[src/rtl/sce_pkg.sv]
// shared types and op codes for the sound channel envelope, length and timer unit
// no dependencies
package sce_pkg;

   localparam logic [2:0] OP_ENV_RELOAD    = 3'd0;
   localparam logic [2:0] OP_LENGTH_RELOAD = 3'd1;
   localparam logic [2:0] OP_PERIOD_LOAD   = 3'd2;
   localparam logic [2:0] OP_TIMER_RELOAD  = 3'd3;
   localparam logic [2:0] OP_ENV_TICK      = 3'd4;
   localparam logic [2:0] OP_LENGTH_TICK   = 3'd5;
   localparam logic [2:0] OP_ADVANCE       = 3'd6;

   localparam logic [3:0]  VOL_MAX     = 4'hF;
   localparam logic [6:0]  LENGTH_FULL = 7'd64;
   localparam logic [11:0] TIMER_BASE  = 12'd2048;

   localparam logic [2:0] CSR_ADDR_LENGTH_ENABLE = 3'd0;

   typedef struct packed {
      logic [3:0]  volume_level;
      logic [2:0]  env_period;
      logic [2:0]  env_countdown;
      logic        env_rising;
      logic        env_stopped;
      logic [6:0]  length_count;
      logic        length_disabled;
      logic [10:0] freq_period;
      logic [13:0] freq_countdown;
   } chan_state_type;

   typedef struct packed {
      logic [2:0]  op;
      logic [7:0]  env_control;
      logic [5:0]  length_value;
      logic [7:0]  period_low;
      logic [2:0]  period_high;
      logic [5:0]  tick_count;
   } chan_item_type;

endpackage

[src/rtl/sce_core.sv]
// next-state logic of the channel: envelope, length counter and frequency timer
// depends on sce_pkg
module sce_core
   import sce_pkg::*;
(
   input  chan_state_type cur,
   input  chan_item_type  item,
   input  logic           length_enable,
   output chan_state_type nxt,
   output logic           expired
);

   logic [13:0] reload;
   logic [2:0]  cd_dec;
   logic [15:0] diff;
   logic [15:0] wrapped;
   logic        under;

   // (2048 - period) * 4
   assign reload  = {TIMER_BASE - {1'b0, cur.freq_period}, 2'b00};
   assign cd_dec  = (cur.env_countdown != 3'd0) ? cur.env_countdown - 3'd1 : 3'd0;
   assign diff    = {2'b00, cur.freq_countdown} - {10'd0, item.tick_count};
   assign under   = cur.freq_countdown < {8'd0, item.tick_count};
   assign wrapped = {2'b00, reload} + diff;

   always_comb begin
      nxt     = cur;
      expired = 1'b0;
      case (item.op)
         OP_ENV_RELOAD: begin
            nxt.env_period    = item.env_control[2:0];
            nxt.env_countdown = item.env_control[2:0];
            if (item.env_control[2:0] != 3'd0) begin
               nxt.env_stopped = 1'b0;
            end
            nxt.volume_level = item.env_control[7:4];
            nxt.env_rising   = item.env_control[3];
         end
         OP_LENGTH_RELOAD: begin
            nxt.length_count    = LENGTH_FULL - {1'b0, item.length_value};
            nxt.length_disabled = 1'b0;
         end
         OP_PERIOD_LOAD: begin
            nxt.freq_period = {item.period_high, item.period_low};
         end
         OP_TIMER_RELOAD: begin
            nxt.freq_countdown = reload;
         end
         OP_ENV_TICK: begin
            nxt.env_countdown = cd_dec;
            if (cd_dec == 3'd0 && !cur.env_stopped) begin
               if (cur.env_rising) begin
                  if (cur.volume_level != VOL_MAX) begin
                     nxt.volume_level = cur.volume_level + 4'd1;
                  end
               end else if (cur.volume_level != 4'd0) begin
                  nxt.volume_level = cur.volume_level - 4'd1;
               end
               nxt.env_countdown = cur.env_period;
               if (cur.env_period == 3'd0) begin
                  nxt.env_stopped = 1'b1;
               end
            end
         end
         OP_LENGTH_TICK: begin
            if (length_enable && cur.length_count != 7'd0) begin
               nxt.length_count = cur.length_count - 7'd1;
               if (cur.length_count == 7'd1) begin
                  nxt.length_disabled = 1'b1;
               end
            end
         end
         OP_ADVANCE: begin
            if (under) begin
               expired = 1'b1;
               // one reload with carry, clamp at zero if still negative
               nxt.freq_countdown = wrapped[15] ? 14'd0 : wrapped[13:0];
            end else begin
               nxt.freq_countdown = diff[13:0];
            end
         end
         default: begin
         end
      endcase
   end

endmodule

[src/rtl/sound_channel_envelope_length_timer_unit.sv]
// sound channel timing core: volume envelope, length counter, frequency timer
// an accepted item's result is registered into the output register and shows in the next cycle
// throughput: one item per cycle while the result side does not stall; the channel state register is updated on accept
// reset: synchronous, active high; clears all channel state, length_enable and rsp_valid
// depends on sce_pkg and sce_core
module sound_channel_envelope_length_timer_unit
   import sce_pkg::*;
(
   input  logic        clock,
   input  logic        reset,
   input  logic        req_valid,
   output logic        req_stall,
   input  logic [2:0]  req_op,
   input  logic [7:0]  req_env_control,
   input  logic [5:0]  req_length_value,
   input  logic [7:0]  req_period_low,
   input  logic [2:0]  req_period_high,
   input  logic [5:0]  req_tick_count,
   output logic        rsp_valid,
   input  logic        rsp_stall,
   output logic [3:0]  rsp_volume,
   output logic        rsp_channel_off,
   output logic        rsp_envelope_off,
   output logic        rsp_timer_expired,
   input  logic        csr_psel,
   input  logic        csr_penable,
   input  logic        csr_pwrite,
   input  logic [2:0]  csr_paddr,
   input  logic [31:0] csr_pwdata,
   output logic [31:0] csr_prdata,
   output logic        csr_pready
);

   chan_state_type state_ff, state_in;
   chan_item_type  item;
   logic           length_enable_ff;
   logic           expired;
   logic           accept;
   logic           csr_write;
   logic           rsp_valid_ff;
   logic [3:0]     volume_ff;
   logic           channel_off_ff, envelope_off_ff, timer_expired_ff;

   assign item = '{op: req_op, env_control: req_env_control,
                   length_value: req_length_value, period_low: req_period_low,
                   period_high: req_period_high, tick_count: req_tick_count};

   sce_core u_core (
      .cur           (state_ff),
      .item          (item),
      .length_enable (length_enable_ff),
      .nxt           (state_in),
      .expired       (expired)
   );

   // output register frees up as soon as its result is taken
   assign req_stall = rsp_valid_ff && rsp_stall;
   assign accept    = req_valid && !req_stall;

   always_ff @(posedge clock) begin
      if (reset) begin
         state_ff     <= '0;
         rsp_valid_ff <= 1'b0;
      end else begin
         if (accept) begin
            state_ff <= state_in;
         end
         if (accept) begin
            rsp_valid_ff <= 1'b1;
         end else if (!rsp_stall) begin
            rsp_valid_ff <= 1'b0;
         end
      end
   end

   always_ff @(posedge clock) begin
      if (accept) begin
         volume_ff        <= state_in.volume_level;
         channel_off_ff   <= state_in.length_disabled;
         envelope_off_ff  <= state_in.env_stopped;
         timer_expired_ff <= expired;
      end
   end

   assign rsp_valid         = rsp_valid_ff;
   assign rsp_volume        = volume_ff;
   assign rsp_channel_off   = channel_off_ff;
   assign rsp_envelope_off  = envelope_off_ff;
   assign rsp_timer_expired = timer_expired_ff;

   // configuration register
   assign csr_write = csr_psel && csr_penable && csr_pwrite;

   always_ff @(posedge clock) begin
      if (reset) begin
         length_enable_ff <= 1'b0;
      end else if (csr_write && csr_paddr == CSR_ADDR_LENGTH_ENABLE) begin
         length_enable_ff <= csr_pwdata[0];
      end
   end

   assign csr_prdata = (csr_paddr == CSR_ADDR_LENGTH_ENABLE) ? {31'd0, length_enable_ff}
                                                           : 32'd0;
   assign csr_pready = 1'b1;

   a_length_reload_enables : assert property (@(posedge clock) disable iff (reset)
      accept && req_op == OP_LENGTH_RELOAD |=> rsp_valid && !rsp_channel_off)
      else $error("length reload did not re-enable the channel");

   a_env_reload_restarts : assert property (@(posedge clock) disable iff (reset)
      accept && req_op == OP_ENV_RELOAD && req_env_control[2:0] != 3'd0
      |=> !rsp_envelope_off)
      else $error("envelope reload with nonzero period left envelope stopped");

   a_expired_only_advance : assert property (@(posedge clock) disable iff (reset)
      accept && req_op != OP_ADVANCE |=> !rsp_timer_expired)
      else $error("timer expired reported on a non-advance op");

   a_length_in_range : assert property (@(posedge clock) disable iff (reset)
      state_ff.length_count <= LENGTH_FULL)
      else $error("length count above full scale");

endmodule

[config.mk]
export PLATFORM = sky130hd
export DESIGN_NAME = sound_channel_envelope_length_timer_unit
export DESIGN_NICKNAME = d
export VERILOG_FILES = /design/src/rtl/sce_pkg.sv /design/src/rtl/sce_core.sv /design/src/rtl/sound_channel_envelope_length_timer_unit.sv
export SDC_FILE = /design/constraint.sdc
export NUM_CORES = 1
export LEC_CHECK = 0
export BUFFER_PORTS_ARGS = -buffer_cell sky130_fd_sc_hd__buf_2
export CAP_MARGIN = 20
export CELL_PAD_IN_SITES_DETAIL_PLACEMENT = 0
export CELL_PAD_IN_SITES_GLOBAL_PLACEMENT = 1
export CORE_MARGIN = 4
export CORE_UTILIZATION = 42
export DETAILED_ROUTE_END_ITERATION = 7
export GPL_TIMING_DRIVEN = 0
export PLACE_DENSITY_LB_ADDON = 0.1
export SLEW_MARGIN = 20
export SYNTH_ARGS = -nofsm -noshare
export SYNTH_HDL_FRONTEND = slang
export SYNTH_SLANG_ARGS = --single-unit
[constraint.sdc]
create_clock -name clock -period 9.93 [get_ports clock]
set_input_delay 1.4895 -clock clock [delete_from_list [all_inputs] [get_ports clock]]
set_output_delay 1.4895 -clock clock [all_outputs]
set_load 0.01 [all_outputs]
# --- Word-level counts from Yosys, hierarchy flattened ---
# Index checks and enable logic that the tools add are counted.
totals:
  ff_bits: 54
  latch_bits: 0
  mem_bits_rw: 0
  rom_bits: 0
  inputBits: 76
  out_inout_bits: 42
  elab_cells: 81
  memories: 0
op_classes:
  add_sub_neg: 8
  multipliers: 0
  n_div: 0
  n_lt_le_gt_ge: 1
  n_eq_ne: 10
  shifts: 0
  mux: 22
  bitwise_logic: 0
  reduce_logical: 25
ops:
  columns: ["op", "count"]
  rows:
  - ["2-to-1 mux 14 bit", 2]
  - ["one-hot mux 14 bit (2 select lines)", 1]
  - ["adder 14 x 16 -> 16 bit", 1]
  - ["2-to-1 mux 4 bit", 4]
  - ["one-hot mux 8 bit (2 select lines)", 1]
  - ["subtractor 14 x 6 -> 15 bit", 1]
  - ["less-than comparator 14 x 6 -> 1 bit", 1]
  - ["zero test 3 bit", 4]
  - ["subtractor 12 x 11 -> 12 bit, first input constant", 1]
  - ["equality test 3 bit, second input constant", 3]
  - ["2-to-1 mux 1 bit", 8]
  - ["2-to-1 mux 8 bit", 1]
  - ["one-hot mux 4 bit (2 select lines)", 1]
  - ["AND reduction 2 bit", 4]
  - ["equality test 7 x 1 -> 1 bit, second input constant", 1]
  - ["logical AND 1 bit", 7]
  - ["nonzero test 7 bit", 1]
  - ["subtractor 7 x 1 -> 7 bit, second input constant", 1]
  - ["subtractor 7 x 6 -> 7 bit, first input constant", 1]
  - ["equality test 3 x 2 -> 1 bit, second input constant", 2]
  - ["2-to-1 mux 3 bit", 2]
  - ["one-hot mux 3 bit (2 select lines)", 1]
  - ["nonzero test 2 bit", 3]
  - ["nonzero test 3 bit", 2]
  - ["other kinds (10)", 12]

# --- Logic depth before layout (Yosys ltp) ---
# Gate-level depths: netlist (run 1).
depth:
  depth_word: 6
  mapped_depth: 16
  depth_no_buf: 15

# --- By module ---
# From an unflattened synthesis (run 1), not the netlist that was laid out.
unflattened:
  cells_unflattened: 616
  area_unflattened_um2: 4848.4
modules_own_cells:
  columns: ["module", "instances", "cells_per_inst", "area_per_inst_um2", "seq_area_each_um2"]
  rows:
  - ["sce_core", 1, 368, 2523.7, 0.0]
  - ["sound_channel_envelope_length_timer_unit", 1, 248, 2324.7, 1151.1]

# --- Worst setup path after synthesis (run 1) ---
# Ideal clock, no wire load.
synth_path:
  path_kind: "input port to flip-flop"
  startpoint: "in req_tick_count[1]"
  endpoint: "reg state_ff[13] (netlist bit)"
  setup_time_ns: 0.091
  arrival_time_ns: 4.827
  required_ns: 9.839
  slack_ns: 5.012
  cell_stages: 16
  path_buffers: 1
  path_cell_list: "inv_1 ha_1 nor2b_1 o31a_1 o31a_1 or2_2 clkbuf_1 or4_1 nand2_1 ha_1 nand4_1 o221ai_1 nand2_1 nand2_1 or4_1 a311oi_1"
synth_between:
  elab_chain_len: 5
  elab_cells_between_ends: 6
  cone_classes: "2 x add/sub; 1 x order compare; 3 x mux"
synth_rtl:
  columns: ["item", "line", "text"]
  rows:
  - ["from (decl)", "sound_channel_envelope_length_timer_unit.sv:18", "input logic [5:0] req_tick_count,"]
  - ["subtractor 14 x 6 -> 15 bit", "sce_core.sv:22", "assign diff = {2'b00, cur.freq_countdown} - {10'd0, item.tick_count};"]
  - ["adder 14 x 16 -> 16 bit", "sce_core.sv:24", "assign wrapped = {2'b00, reload} + diff;"]
  - ["2-to-1 mux 14 bit", "sce_core.sv:77", "nxt.freq_countdown = wrapped[15] ? 14'd0 : wrapped[13:0];"]
  - ["2-to-1 mux 14 bit (*)", "sce_core.sv:74", "if (under) begin"]
  - ["one-hot mux 14 bit (2 select lines) (*)", "sce_core.sv:29", "case (item.op)"]
  - ["to (signal assigned)", "sound_channel_envelope_length_timer_unit.sv:66", "state_ff <= state_in;"]
  - ["to (decl)", "sound_channel_envelope_length_timer_unit.sv:34", "chan_state_type state_ff, state_in;"]
# Mark *: on every way between the ends. The rest lies on a longest branch, timed or not.
# A chain may end at the register's enable or synchronous reset.

# --- Worst setup path in the final report (run 1) ---
layout_path:
  startpoint: "in req_tick_count[1]"
  endpoint: "reg state_ff[7] (netlist bit)"
# The elaborated chain is that of the path after synthesis.

==> results of run 1 <==
## area by class of cell
| class | instances | area, sq um |
|---|---|---|
| Buffer | 56 | 339 |
| Clock buffer | 8 | 111 |
| Fill cell | 1066 | 5220 |
| Inverter | 27 | 101 |
| Multi-Input combinational cell | 461 | 2920 |
| Sequential cell | 54 | 1150 |
| Tap cell | 136 | 170 |
| Timing Repair Buffer | 53 | 265 |
## stage by stage
step           worst slack (ns)   util
5_1_grt                    4.27  0.492
3_5_place_dp               4.24  0.481
2_1_floorplan              5.01      -
3_3_place_gp               4.32  0.481
4_1_cts                    4.56  0.492
6_report                   4.57  0.492
## worst max-delay path: stages
cell and delay, ns:
buf_2 0.10, inv_1 0.04, ha_1 0.27, nor2b_1 0.14
o31a_1 0.27, o31a_1 0.34, or2_2 0.30, clkbuf_1 0.20
or4_1 0.50, nand2_1 0.09, ha_1 0.24, nand4_1 0.19
o221ai_1 0.31, nand2_1 0.14, a311oi_1 0.49, nand2_1 0.18
a311oi_1 0.30
## power by group through the flow
stage | Clock (mW) | Combinational [mW] | Sequential [mW]
finish | 0.151 | 0.272 | 0.237
global route | 0.162 | 0.305 | 0.238
CTS | 0.153 | 0.268 | 0.237
detailed placement | 0 | 0.266 | 0.242
global placement | 0 | 0.264 | 0.242
floorplan | 0 | 0.200 | 0.242
## how the worst min path moves through the flow
stage                               to    startpoint  cells after the start
after floorplan            state_ff[0]   state_ff[0]                      2
after global placement     state_ff[0]   state_ff[0]                      2
after detailed placement   state_ff[0]   state_ff[0]                      2
after CTS                 state_ff[25]  state_ff[25]                      2
after global routing      state_ff[25]  state_ff[25]                      2
final                      state_ff[0]   state_ff[0]                      2
## cell usage after synthesis (all sizes together), types with 4 or more instances
cell type / n / area [sq um]
nand2b: 6 / 37.5
edfxtp: 7 / 210
clkbuf: 21 / 78.8
nand3: 23 / 120
nor4: 8 / 65.1
ha: 27 / 338
o221ai: 5 / 43.8
or3: 4 / 25.0
mux2i: 15 / 150
xor2: 14 / 123
xnor2: 15 / 139
nor3: 17 / 85.1
nand2: 49 / 184
nor3b: 5 / 37.5
dfxtp: 47 / 941
o41ai: 5 / 43.8
or4: 6 / 45.0
and2: 4 / 25.0
a211oi: 10 / 75.1
o211ai: 6 / 45.0
or2: 6 / 37.5
nor2: 61 / 229
buf: 35 / 260
a21oi: 39 / 195
inv: 26 / 97.6
nor2b: 6 / 37.5
a211o: 4 / 35.0
o21ai: 32 / 160
o21a: 5 / 37.5
a31oi: 6 / 37.5
o31ai: 5 / 42.5
a221oi: 7 / 61.3
## state kept, by name, summed over array words and instances, names as in the netlist
signal and cells:
length_enable_ff 1, rsp_volume 4, rsp_envelope_off 1, rsp_channel_off 1, state_ff 45, rsp_valid 1, rsp_timer_expired 1
## cell families (layout without fill, tap and decap cells)
group	Yosys count	after routing
flops	54	54
mux	15	15
xor+xnor	29	29
fa+ha+maj	29	29
other cells	2	32
buf+inv	83	144
simple gates	207	207
compound gates	149	149
## cells in the final DEF (no fill, tap or decap), types with 10 or more instances in the layout
cell type | synthesis | layout
nor2_1 | 61 | 61
buf_2 | 1 | 54
nand2_1 | 49 | 49
dfxtp_1 | 47 | 47
a21oi_1 | 39 | 39
o21ai_0 | 32 | 32
buf_4 | 32 | 32
conb_1 | 2 | 32
ha_1 | 27 | 27
inv_1 | 25 | 25
clkbuf_1 | 21 | 22
nand3_1 | 22 | 22
nor3_1 | 17 | 17
mux2i_1 | 15 | 15
xnor2_1 | 14 | 14
xor2_1 | 14 | 14
a211oi_1 | 10 | 10
## layer usage
layer	GRT usage	vias to the layer above	routed length, um
met4	0.0545	0	148
li1	-	2171	-
met5	0	-	0
met2	0.342	104	5880
met1	0.266	1980	5580
met3	0.0233	9	487
==> qor.yml, run 1 <==
finalCritPeriodShare: 0.540
place_congestion: 0.893
critPathCaptureType: "register"
min_period_ns: 5.36
p_switching_mw: 0.249
synthMuxAreaShare: 0.0342
relSlewSlack: 0.434
fin_cells: 795
yosysUniqueCellTypes: 66
core_sq_um: 10300
slew_viol_final: 0
clock.fmax_mhz: 186
synthSimpleGateAreaFrac: 0.232
cts_root_buf: "clkbuf_8"
start_kind: "primary input"
synth-seq-cells: 54
hold_ws_ns: 0.464
core.rowCount: 37
ant_nets: 0
synthCells: 568
synth_edf_count: 7
clock_skew_ns: 0.00509
r2r_slack_ns: 5.55
crit_type: "primary input to register"
reg2reg_depth: 15
vias: 4264
min_path_type: "register to register"
cp.arrival_ns: 5.59
grt_pass1_wl_mm: 19.3
drtPass1Iterations: 5
yosys.area_share.adder: 0.0860
drive_gt1_frac: 0.158
synth_top_family_by_area: "simple AND/OR/NAND/NOR gates"
place_area_sq_um: 4940
power_mw: 0.660
maxCapViolCount: 0
die_h_um: 110
final_nets: 763
rsz0062_at_grt: "false"
cts_max_path_buffers: 2
first_global_vias: 3890
pwr-share-seq: 0.359
die_w_um: 110
async_flop_share: 0
synth.avg_cell_area_sq_um: 7.74
p_per_area_nw_per_um2: 131
clkSlewWorstSetupHoldPaths_ns: 0.10
rr_startpoint: "state_ff[1]"
routed_wl_mm: 12.1
grt_usage: 0.200
dp.cells: 787
final_area_sq_um: 5050
cts_setup_buffers: 0
r2r-end: "state_ff[7]"
yosys_warnings: 0
area_growth_syn_to_layout_pct: 15.0
ys.flop_type: "dfxtp_1"
required_ns: 10.16
port-buffer-count: 53
leakagePower_nw: 2.28
ctsResizeCount: 0
die-area_sq_um: 12200
synth_compound_area_frac: 0.225
clk_latency_ns: 0.32
start_util: 0.428
yosysSeqAreaShare: 0.262
grt_remaining_overflow: 0
vias_per_cell: 5.36
antenna_cells: 0
hold_buffers: 0
grt_max_degree: 17
yosys.area_share.xor_xnor: 0.0595
setup_tns_ns: 0
p_int_mw: 0.411
pwr-share-clk: 0.229
cp_max_fo: 8
worstMarginPinSlew_ns: 0.843
endpoint: "state_ff[7]"
sw_frac_of_total: 0.378
drt_iter0_drc: 257
setup_viol_count_final: 0
hold_viol_final: 0
clock-sinks: 54
dp.final_hpwl_mm: 9.43
cts_buffers: 5
ir_drop_mv: 0.0791
drt-wirelength-per-cell_um: 15.2
antenna_found_initial: 0
syn_area_sq_um: 4400
ios: 118
cts_tree: "built"
status: "completed"
h-tree-depth: 2
pwr-share-comb: 0.412
drc: 0
cp-startpoint: "req_tick_count[1]"
Note: power is estimated with default switching activity, not from simulation.
==> run 2, diff against run 1 <==
--- a/config.mk
+++ b/config.mk
@@ -10,7 +10,7 @@
 export CELL_PAD_IN_SITES_DETAIL_PLACEMENT = 0
 export CELL_PAD_IN_SITES_GLOBAL_PLACEMENT = 1
 export CORE_MARGIN = 4
-export CORE_UTILIZATION = 42
+export CORE_UTILIZATION = 39
 export DETAILED_ROUTE_END_ITERATION = 7
 export GPL_TIMING_DRIVEN = 0
 export PLACE_DENSITY_LB_ADDON = 0.1
==> constraint.sdc (replaced) <==
create_clock -name clock -period 5.25 [get_ports clock]
set_input_delay 0.7875 -clock clock [delete_from_list [all_inputs] [get_ports clock]]
set_output_delay 0.7875 -clock clock [all_outputs]
set_load 0.01 [all_outputs]
==> qor.yml, run 2 (synthesis gave the netlist of run 1 again) <==
slew_viol_final: 0  # unchanged
maxCapViolCount: 0  # unchanged
grt_remaining_overflow: 0  # unchanged
relSlewSlack: 0.427  # was 0.434
finalCritPeriodShare: 0.901
drt-wirelength-per-cell_um: 15.4  # was 15.2 um
start_util: 0.402  # was 0.428
fin_cells: 799  # was 795
worstMarginPinSlew_ns: 0.854  # was 0.843 ns
setup_tns_ns: 0  # unchanged
cp.arrival_ns: 4.92  # was 5.59 ns
holdPathStages: 2  # unchanged
reg2reg_depth: 15  # unchanged
final_nets: 763  # unchanged
final_common_cell: "nor2_1"  # unchanged
clock-sinks: 54  # unchanged
first_global_vias: 4115  # was 3890
h-tree-depth: 2  # unchanged
cp_max_fo: 8  # unchanged
area_growth_syn_to_layout_pct: 16.4  # was 15.0%
leakagePower_nw: 2.31  # was 2.28 nW
antenna_cells: 0  # unchanged
status: "completed"  # unchanged
hold_viol_final: 0  # unchanged
drtPass1Iterations: 5  # unchanged
cts_tree: "built"  # unchanged
die_w_um: 114  # was 110 um
ctsResizeCount: 0  # unchanged
min_path_type: "register to register"  # unchanged
core.rowCount: 38  # was 37
die_h_um: 114  # was 110 um
grt_usage: 0.188  # was 0.200
port-buffer-count: 53  # unchanged
rsz0062_at_grt: "false"  # unchanged
final_cell_mix: "61 x nor2_1, 54 x buf_2, 49 x nand2_1"  # unchanged
vias_per_cell: 5.35  # was 5.36
ir_drop_mv: 0.135  # was 0.0791 mV
die-area_sq_um: 13000  # was 12200 sq um
p_per_area_nw_per_um2: 262  # was 131 nW/um^2
dp.final_hpwl_mm: 9.73  # was 9.43 mm
critPathCaptureType: "register"  # unchanged
vias: 4277  # was 4264
cts_buffers: 5  # unchanged
start_kind: "primary input"  # unchanged
cts_max_path_buffers: 2  # unchanged
drc: 0  # unchanged
grt_max_degree: 19  # was 17
crit_type: "primary input to register"  # unchanged
dp.cells: 791  # was 787
cts_setup_buffers: 0  # unchanged
min_period_ns: 4.73
clkSlewWorstSetupHoldPaths_ns: 0.07  # was 0.10 ns
setup_viol_count_final: 0  # unchanged
ios: 118  # unchanged
cts_root_buf: "clkbuf_16"  # was clkbuf_8
largest_register: "state_ff"  # unchanged
clock_skew_ns: 0.00668  # was 0.00509 ns
drt_iter0_drc: 254  # was 257
clk_latency_ns: 0.29  # was 0.32 ns
antenna_found_initial: 0  # unchanged
required_ns: 5.44  # was 10.16 ns
ant_nets: 0  # unchanged
routed_wl_mm: 12.3  # was 12.1 mm
place_congestion: 0.897  # was 0.893
hold_buffers: 0  # unchanged
grt_pass1_wl_mm: 20.0  # was 19.3 mm
clock.fmax_mhz: 211
core_sq_um: 10900  # was 10300 sq um
largest_reg_flops: 45  # unchanged
drive_gt1_frac: 0.159  # was 0.158
==> run 2: cell count changes in the layout (fill, tap and decap cells not counted), sizes merged <==
cell	delta
clkbuf	-2
clkinv	+1
inv	+1
==> run 2: through the flow <==
stage | util | hold WS (ns) | power (mW) | setup slack, ns | cell area [sq um]
6_report | 0.468 | 0.462 | 1.34 | 0.519 | 5120
5_1_grt | 0.468 | 0.486 | 1.43 | 0.273 | 5120
4_1_cts | 0.468 | 0.468 | 1.34 | 0.546 | 5120
3_5_place_dp | 0.453 | 0.450 | 0.967 | 0.255 | 4950
3_3_place_gp | 0.453 | 0.442 | 0.961 | 0.295 | 4950
2_1_floorplan | - | 0.425 | 0.836 | 1.03 | 4510
==> run 2: final cells by class <==
cell class	count	area, sq um
fill	1139	5820
multi-input combinational	461	2920
sequential	54	1150
buffer	56	339
timing repair buffer	53	265
tap	140	175
clock buffer	6	150
inverter	27	101
clock inverter	2	17.5
==> run 2: final timing paths <==
path	endpoint	start	slack, ns
worst max-delay path	state_ff[7]	req_tick_count[1]	0.52
worst min-delay path	state_ff[0]	state_ff[0]	0.46
worst max register to register	state_ff[7]	state_ff[1]	0.83
worst min register to register	state_ff[0]	state_ff[0]	0.46
==> run 2: worst max-delay path, cell delays in order <==
cell and delay [ns]:
buf_2 0.10, inv_1 0.04, ha_1 0.27, nor2b_1 0.14, o31a_1 0.27, o31a_1 0.33
or2_2 0.29, clkbuf_1 0.21, or4_1 0.51, nand2_1 0.12, ha_1 0.25, nand4_1 0.20
o221ai_1 0.28, nand2_1 0.14, a311oi_1 0.47, nand2_1 0.19, a311oi_1 0.33
==> run 2: where the power goes <==
| part | total (mW) | switching (mW) | internal, mW |
|---|---|---|---|
| clock network | 0.371 | 0.162 | 0.209 |
| registers | 0.449 | 0.0140 | 0.435 |
| logic | 0.519 | 0.314 | 0.205 |
==> run 2: layer usage <==
layer  wire length, um  track usage  up-vias
li1                  -            -     2181
met1              5390        0.238     1953
met2              6090        0.339      120
met3               607       0.0153       23
met4               250       0.0570        0
met5                 0            0        -
